## config.mk

```make
export PLATFORM = sky130hd
export DESIGN_NAME = segment_check_and_ack_core
export DESIGN_NICKNAME = d
export VERILOG_FILES = /design/src/hdl/sca_pkg.sv /design/src/hdl/sca_parse.sv /design/src/hdl/segment_check_and_ack_core.sv
export SDC_FILE = /design/constraint.sdc
export NUM_CORES = 1
export LEC_CHECK = 0
export ABC_CLOCK_PERIOD_IN_PS = 11100
export BUFFER_PORTS_ARGS = -buffer_cell sky130_fd_sc_hd__buf_2
export CAP_MARGIN = 15
export CORE_ASPECT_RATIO = 0.6
export CORE_MARGIN = 4
export CORE_UTILIZATION = 60
export CTS_CLUSTER_DIAMETER = 200
export CTS_CLUSTER_SIZE = 8
export DETAILED_ROUTE_END_ITERATION = 8
export PLACE_DENSITY = 0.77
export SYNTH_ARGS = -nofsm -noshare
export SYNTH_HDL_FRONTEND = slang
export SYNTH_SLANG_ARGS = --single-unit
```

## constraint.sdc

```tcl
create_clock -name i_clk -period 11.1 [get_ports i_clk]
set_clock_uncertainty 0.05 [all_clocks]
set_input_delay 0.555 -clock i_clk [delete_from_list [all_inputs] [get_ports i_clk]]
set_output_delay 0.555 -clock i_clk [all_outputs]
set_load 0.05 [all_outputs]
```

## src/hdl/sca_pkg.sv

```systemverilog
// ============================================================================
// sca_pkg
// Types and constants shared by the segment check and acknowledge block.
// ============================================================================
`default_nettype none

package sca_pkg;

    localparam int HDR_BYTES = 5;
    localparam int ACK_BYTES = 7;
    localparam int POS_W     = 9;
    localparam int LEFT_W    = 3;

    localparam int          RELIABLE_IDX = 4;
    localparam logic [7:0]  ACK_BIT      = 8'h80;
    localparam logic [7:0]  ERR_BIT      = 8'h01;

    typedef struct packed {
        logic [7:0] rx_byte;
        logic       rx_first;
    } t_rx_item;

    typedef struct packed {
        logic [7:0] ack_byte;
        logic       ack_last;
        logic       checksum_error;
    } t_ack_item;

    typedef struct packed {
        logic [ACK_BYTES-1:0][7:0] bytes;
        logic                      err;
    } t_ack_rec;

endpackage

`default_nettype wire

```

## src/hdl/sca_parse.sv

```systemverilog
// ============================================================================
// sca_parse
// Segment parser: captures the header, folds the running parity and builds
// the acknowledgement record when a reliable segment completes.
// ============================================================================
`default_nettype none

module sca_parse import sca_pkg::*; (
    input  wire logic     i_clk,
    input  wire logic     i_rst_n,
    input  wire logic     i_valid,
    input  wire t_rx_item i_item,
    input  wire logic     i_room,
    output logic          o_stall,
    output logic          o_ack_load,
    output t_ack_rec      o_ack
);

    function automatic logic [15:0] fold(input logic [15:0] par, input logic odd,
                                         input logic [7:0] b);
        logic [15:0] res;
        res = odd ? (par ^ {8'h00, b}) : (par ^ {b, 8'h00});
        return res;
    endfunction

    logic [POS_W-1:0]          r_pos, n_pos;
    logic [15:0]               r_par, n_par;
    logic [HDR_BYTES-1:0][7:0] r_hdr, n_hdr;
    logic [7:0]                r_chk_hi, n_chk_hi;

    logic [POS_W-1:0] pos;
    logic [POS_W-1:0] seg_end;
    logic [15:0]      par;
    logic             accept;
    logic             at_final;
    logic             reliable;
    logic             err;
    logic [7:0]       ctl0;
    logic [7:0]       ack_hi;
    logic [7:0]       ack_lo;

    assign seg_end  = POS_W'(HDR_BYTES) + {1'b0, r_hdr[HDR_BYTES-1]};
    assign reliable = r_hdr[0][RELIABLE_IDX];
    assign at_final = (r_pos == seg_end + POS_W'(1));
    assign o_stall  = at_final && reliable && !i_item.rx_first && !i_room;
    assign accept   = i_valid && !o_stall;

    assign pos = i_item.rx_first ? '0 : r_pos;
    assign par = i_item.rx_first ? '0 : r_par;

    assign err    = (par != {r_chk_hi, i_item.rx_byte});
    assign ctl0   = r_hdr[0] | ACK_BIT | (err ? ERR_BIT : 8'h00);
    assign ack_hi = ctl0 ^ r_hdr[2] ^ r_hdr[4];
    assign ack_lo = r_hdr[1] ^ r_hdr[3];

    always_comb begin
        n_pos      = r_pos;
        n_par      = r_par;
        n_hdr      = r_hdr;
        n_chk_hi   = r_chk_hi;
        o_ack_load = 1'b0;
        if (accept) begin
            n_pos = pos;
            n_par = par;
            if (pos < POS_W'(HDR_BYTES)) begin
                n_hdr[pos[2:0]] = i_item.rx_byte;
                n_par           = fold(par, pos[0], i_item.rx_byte);
                n_pos           = pos + POS_W'(1);
            end else if (pos < seg_end) begin
                n_par = fold(par, pos[0], i_item.rx_byte);
                n_pos = pos + POS_W'(1);
            end else if (pos == seg_end) begin
                n_chk_hi = i_item.rx_byte;
                n_pos    = pos + POS_W'(1);
            end else if (pos == seg_end + POS_W'(1)) begin
                n_pos      = pos + POS_W'(1);
                o_ack_load = reliable;
            end
        end
    end

    assign o_ack.bytes = {ack_lo, ack_hi, r_hdr[4], r_hdr[3], r_hdr[2], r_hdr[1], ctl0};
    assign o_ack.err   = err;

    always_ff @(posedge i_clk) begin
        if (!i_rst_n) begin
            r_pos    <= '0;
            r_par    <= '0;
            r_hdr    <= '0;
            r_chk_hi <= '0;
        end else begin
            r_pos    <= n_pos;
            r_par    <= n_par;
            r_hdr    <= n_hdr;
            r_chk_hi <= n_chk_hi;
        end
    end

endmodule

`default_nettype wire

```

## src/hdl/segment_check_and_ack_core.sv

```systemverilog
// ============================================================================
// segment_check_and_ack_core
// Checks the parity of received segments and returns a seven-byte
// acknowledgement for each reliable one.
// ============================================================================
// One received byte is taken every cycle unless stalled; a segment's
// acknowledgement is loaded into the output shift register at the edge
// that transfers its last checksum byte, is offered from the next cycle and
// leaves one byte per cycle unless stalled. The input stalls only when the
// final byte of a reliable segment is due and the previous acknowledgement
// has not yet gone out. Synchronous reset clears the parse position, the
// parity, the header and empties the output.
`default_nettype none

module segment_check_and_ack_core import sca_pkg::*; (
    input  wire logic      i_clk,
    input  wire logic      i_rst_n,
    input  wire logic      i_rx_valid,
    output logic           o_rx_stall,
    input  wire t_rx_item  i_rx_data,
    output logic           o_ack_valid,
    input  wire logic      i_ack_stall,
    output t_ack_item      o_ack_data
);

    t_ack_rec                  ack_rec;
    logic                      ack_load;
    logic                      ack_room;
    logic                      ack_xfer;
    logic [LEFT_W-1:0]         r_left, n_left;
    logic [ACK_BYTES-1:0][7:0] r_bytes, n_bytes;
    logic                      r_err, n_err;

    assign o_ack_valid = (r_left != '0);
    assign ack_xfer    = o_ack_valid && !i_ack_stall;
    assign ack_room    = !o_ack_valid || (ack_xfer && r_left == LEFT_W'(1));

    sca_parse u_parse (
        .i_clk      (i_clk),
        .i_rst_n    (i_rst_n),
        .i_valid    (i_rx_valid),
        .i_item     (i_rx_data),
        .i_room     (ack_room),
        .o_stall    (o_rx_stall),
        .o_ack_load (ack_load),
        .o_ack      (ack_rec)
    );

    always_comb begin
        n_left  = r_left;
        n_bytes = r_bytes;
        n_err   = r_err;
        if (ack_load) begin
            n_left  = LEFT_W'(ACK_BYTES);
            n_bytes = ack_rec.bytes;
            n_err   = ack_rec.err;
        end else if (ack_xfer) begin
            n_left  = r_left - LEFT_W'(1);
            n_bytes = {8'h00, r_bytes[ACK_BYTES-1:1]};
        end
    end

    assign o_ack_data.ack_byte       = r_bytes[0];
    assign o_ack_data.ack_last       = (r_left == LEFT_W'(1));
    assign o_ack_data.checksum_error = r_err;

    always_ff @(posedge i_clk) begin
        if (!i_rst_n) begin
            r_left <= '0;
        end else begin
            r_left <= n_left;
        end
    end

    always_ff @(posedge i_clk) begin
        r_bytes <= n_bytes;
        r_err   <= n_err;
    end

    a_no_overwrite: assert property (@(posedge i_clk) disable iff (!i_rst_n)
        ack_load |-> (!o_ack_valid || (o_ack_data.ack_last && !i_ack_stall)))
        else $error("acknowledgement loaded over a pending one");

    a_first_byte_flag: assert property (@(posedge i_clk) disable iff (!i_rst_n)
        ack_load |=> (o_ack_valid && o_ack_data.ack_byte[7]))
        else $error("first acknowledgement byte lacks the acknowledge bit");

    a_err_steady: assert property (@(posedge i_clk) disable iff (!i_rst_n)
        (ack_xfer && !o_ack_data.ack_last) |=>
            (o_ack_valid && o_ack_data.checksum_error == $past(o_ack_data.checksum_error)))
        else $error("error flag changed within an acknowledgement");

    a_end_of_ack: assert property (@(posedge i_clk) disable iff (!i_rst_n)
        (ack_xfer && o_ack_data.ack_last && !ack_load) |=> !o_ack_valid)
        else $error("output still valid after the last acknowledgement byte");

endmodule

`default_nettype wire
```

==> metrics <==
latest clock arrival within the worst-skew pair=0.42 ns; number of cells traversed by the worst hold path=3; die outline width=153 um; via count=5660; dominant cell by count in the synthesized netlist=sky130_fd_sc_hd__dfxtp_1; vias in the first global route=5149; multiplexer area fraction after synthesis=roughly 12%; routability congestion estimate from global placement=0.968; setup repair after global routing missed its margin=false; xor/xnor cell area share of the yosys netlist=between 7 and 8%; area share of the leading cell type in the synthesized netlist=between 20% and 30%; final wirelength=roughly 17 mm; placement-stage worst setup slack=5.81 ns; simple-gate share of the synthesized area=13.7%; detailed-route DRC error count=0; leakage dissipation=3.02 nW; synthesized area per cell=just over 10 um2; total power after layout=1.47 mW; CTS clk-pin slew, worst paths=~0.060 ns; number of pins with negative max-slew slack in the final report=0; setup repair bufs after CTS=0; ratio of total power to cell area=179 nW/um2; proportion of synthesized flip-flops having asynchronous set or reset=0%; final cell count without fillers=between 900 and 1000; maximum fanout encountered on the critical timing path=56; Port Buffer Count=24; category of the critical setup timing path=flip-flop to flip-flop; status=finished, final reports clean; cts bufs inserted=17; startpoint of the most critical hold path=i_rst_n; most common flop cell mapped by yosys=sky130_fd_sc_hd__dfxtp_1; Post-Synthesis Net Count=between 700 and 800; hold buffers post-CTS=0; final net count=752; timing-limited maximum frequency=about 190 MHz; number of antenna-violating nets in the routed design=0; number of cells on the worst reg-to-reg path=10; chip height=95.1 um; slack of the critical path=approximately 5.7 ns; starting density of the core=62.1%; Critical Path RT=11.10 ns; clock root buffer=sky130_fd_sc_hd__clkbuf_16; cells taking the most area after synthesis=sky130_fd_sc_hd__edfxtp_1, sky130_fd_sc_hd__dfxtp_1, sky130_fd_sc_hd__mux2i_1, sky130_fd_sc_hd__mux2_2, sky130_fd_sc_hd__xnor2_1; detailed-routing iteration count for the pre-antenna-repair pass=5; area growth from synthesis to layout=8.25%; number of flops mapped to enable cells by yosys=57; post-DR vias/cell=6.27; combinational family with the most area after synthesis=compound AO/OA/AOI/OAI gates; htree depth=4; core footprint=12200 um2; post-synthesis cell type count=73; area after detailed placement=approximately 7600 um2; Post-DP HPWL=between 10 and 15 mm; Peak VDD IR=96.5 uV; final critical-path share of the clock period=48.4%; largest net degree at the start of global routing=66; synthesized netlist cell count=736; total non-filler cell area in the finished layout=8210 um2; HP Class=input pin to flip-flop; layout cells sized above 1=18.0%; list of most frequent post-synthesis cells=sky130_fd_sc_hd__dfxtp_1, sky130_fd_sc_hd__nor2_1, sky130_fd_sc_hd__edfxtp_1; iteration-0 DRC count of the detailed router=621; synthesized-area fraction occupied by adder cells=2.48%; initial antenna violation count=0; Final Setup Violations=0; Total Die Area=14600 um2; Critical path origin=u_parse.o_ack[33]; utilization of the core after routing=67.2%; arrival time of the worst setup path=5.37 ns; GR Util All Layers=24.1%; sequential fraction of the synthesis area=42.4%; global route overflow=0; final number of hold-violating endpoints=0; hold_ws=between 0.4 and 0.5 ns; most area-hungry cell type in the Yosys netlist=sky130_fd_sc_hd__edfxtp_1; Wirelength per Cell=19.2 um; max cap viols=0; synthesized cell area=7580 um2; number of antenna cells inserted=0; R2R Path Start=u_parse.o_ack[33]; actual transition at the worst max-transition pin=1.03 ns; Yosys warning total=0; setup TNS=0 ns; relative slew slack=30.7%; clk sink count=132; clock tree from TritonCTS=done; total instance count after detailed placement=between 800 and 900; compound-gate portion of the synthesized area=15.6%; cells resized by post-CTS repair=0; minimum clock period=5.37 ns; boundary pin count=25; startpoint types=flip-flop; maximum clock insertion buffer count=2; wire length of the first global-routing pass=27.4 mm; kind of end point of the critical path=flip-flop; Placement Rows=31; FF+latch count, synth=132
[path summary, 6_finish.rpt]
| path | slack [ns] | to |
|---|---|---|
| setup / recovery | 5.73 | r_bytes[32] |
| setup reg to reg | 5.73 | r_bytes[32] |
| hold / removal | 0.43 | u_parse.r_pos[8] |
| hold reg to reg | 0.44 | u_parse.r_hdr[0] |
[cells by family (layout without fill, tap and decap cells)]
logic type      count (synthesis)  in the layout
simple gates                  200            200
xor+xnor                       56             56
flops                         132            132
buf+inv                        84             85
mux                            82             82
fa+ha+maj                      15             15
compound gates                167            167
[where the power goes]
| group | total, mW | internal (mW) | switching (mW) |
|---|---|---|---|
| Sequential | 0.652 | 0.622 | 0.0302 |
| Combinational | 0.264 | 0.0895 | 0.175 |
| Clock | 0.555 | 0.319 | 0.236 |
| Total | 1.47 | 1.03 | 0.441 |
[critical path, stage by stage, from the launching register on]
cell	delay, ns
sky130_fd_sc_hd__dfxtp_1	0.64
sky130_fd_sc_hd__ha_1	0.46
sky130_fd_sc_hd__o2111ai_2	0.21
sky130_fd_sc_hd__xnor2_2	0.34
sky130_fd_sc_hd__nand3b_1	0.18
sky130_fd_sc_hd__xnor3_1	0.42
sky130_fd_sc_hd__and4_4	0.24
sky130_fd_sc_hd__a21oi_1	0.72
sky130_fd_sc_hd__nand4_1	0.85
sky130_fd_sc_hd__nand2_2	0.25
sky130_fd_sc_hd__buf_4	0.59
[cell type report]
cell class,instances,area (um2)
clock buffer,17,425
clock inverter,15,160
fill,936,4010
inverter,23,86.3
multi-input combinational,520,3940
sequential,132,3210
tap,165,206
timing repair buffer,30,178
[registers in the layout, indices dropped and copies added, names as in the netlist]
| name | flops |
|---|---|
| r_bytes | 48 |
| u_parse.o_ack | 32 |
| u_parse.r_par | 16 |
| u_parse.r_pos | 9 |
| o_ack_data | 8 |
| u_parse.r_chk_hi | 8 |
| u_parse.r_hdr | 7 |
| r_left | 3 |
| r_err | 1 |
[layout by cell type (no fill, tap or decap), types with 3 or more instances in the layout]
cell                         netlist  routed
sky130_fd_sc_hd__nor2b_1          10      10
sky130_fd_sc_hd__nand2_1          31      30
sky130_fd_sc_hd__o211ai_1          4       4
sky130_fd_sc_hd__or2_2             5       5
sky130_fd_sc_hd__clkbuf_16         0      17
sky130_fd_sc_hd__o41ai_1           3       3
sky130_fd_sc_hd__nand4b_1          8       8
sky130_fd_sc_hd__o21ai_1          15      15
sky130_fd_sc_hd__xnor3_1           6       6
sky130_fd_sc_hd__o22a_1            3       3
sky130_fd_sc_hd__o21ai_0          27      27
sky130_fd_sc_hd__nand3_1          33      33
sky130_fd_sc_hd__inv_8             0       6
sky130_fd_sc_hd__clkinvlp_4        0       3
sky130_fd_sc_hd__nand4_1           3       3
sky130_fd_sc_hd__buf_4            13       4
sky130_fd_sc_hd__and2_1            3       3
sky130_fd_sc_hd__o31ai_1           4       4
sky130_fd_sc_hd__xor2_1           12      12
sky130_fd_sc_hd__and3b_1           3       3
sky130_fd_sc_hd__xnor2_1          37      37
sky130_fd_sc_hd__edfxtp_1         57      57
sky130_fd_sc_hd__a21oi_1          48      48
sky130_fd_sc_hd__nor3_1            4       4
sky130_fd_sc_hd__o32ai_1           8       8
sky130_fd_sc_hd__or4_1             3       3
sky130_fd_sc_hd__inv_1            22      21
sky130_fd_sc_hd__nor4bb_1          5       5
sky130_fd_sc_hd__inv_6             0       4
sky130_fd_sc_hd__mux2_4           17      17
sky130_fd_sc_hd__mux2_2           30      30
sky130_fd_sc_hd__buf_2            10      24
sky130_fd_sc_hd__dfxtp_1          75      75
sky130_fd_sc_hd__nor2_1           73      73
sky130_fd_sc_hd__mux2i_1          35      35
sky130_fd_sc_hd__a31oi_1          25      25
sky130_fd_sc_hd__ha_1             15      15
[layer usage]
layer  vias to the layer above  global-route usage, %  routed length (um)
li1                       2672                      -                   -
met1                      2702                   35.6                8400
met2                       251                   34.9                7250
met3                        35                   6.21                1450
met4                         0                   7.12                 259
met5                         -                      0                   0
(Power assumes the default switching activity.)
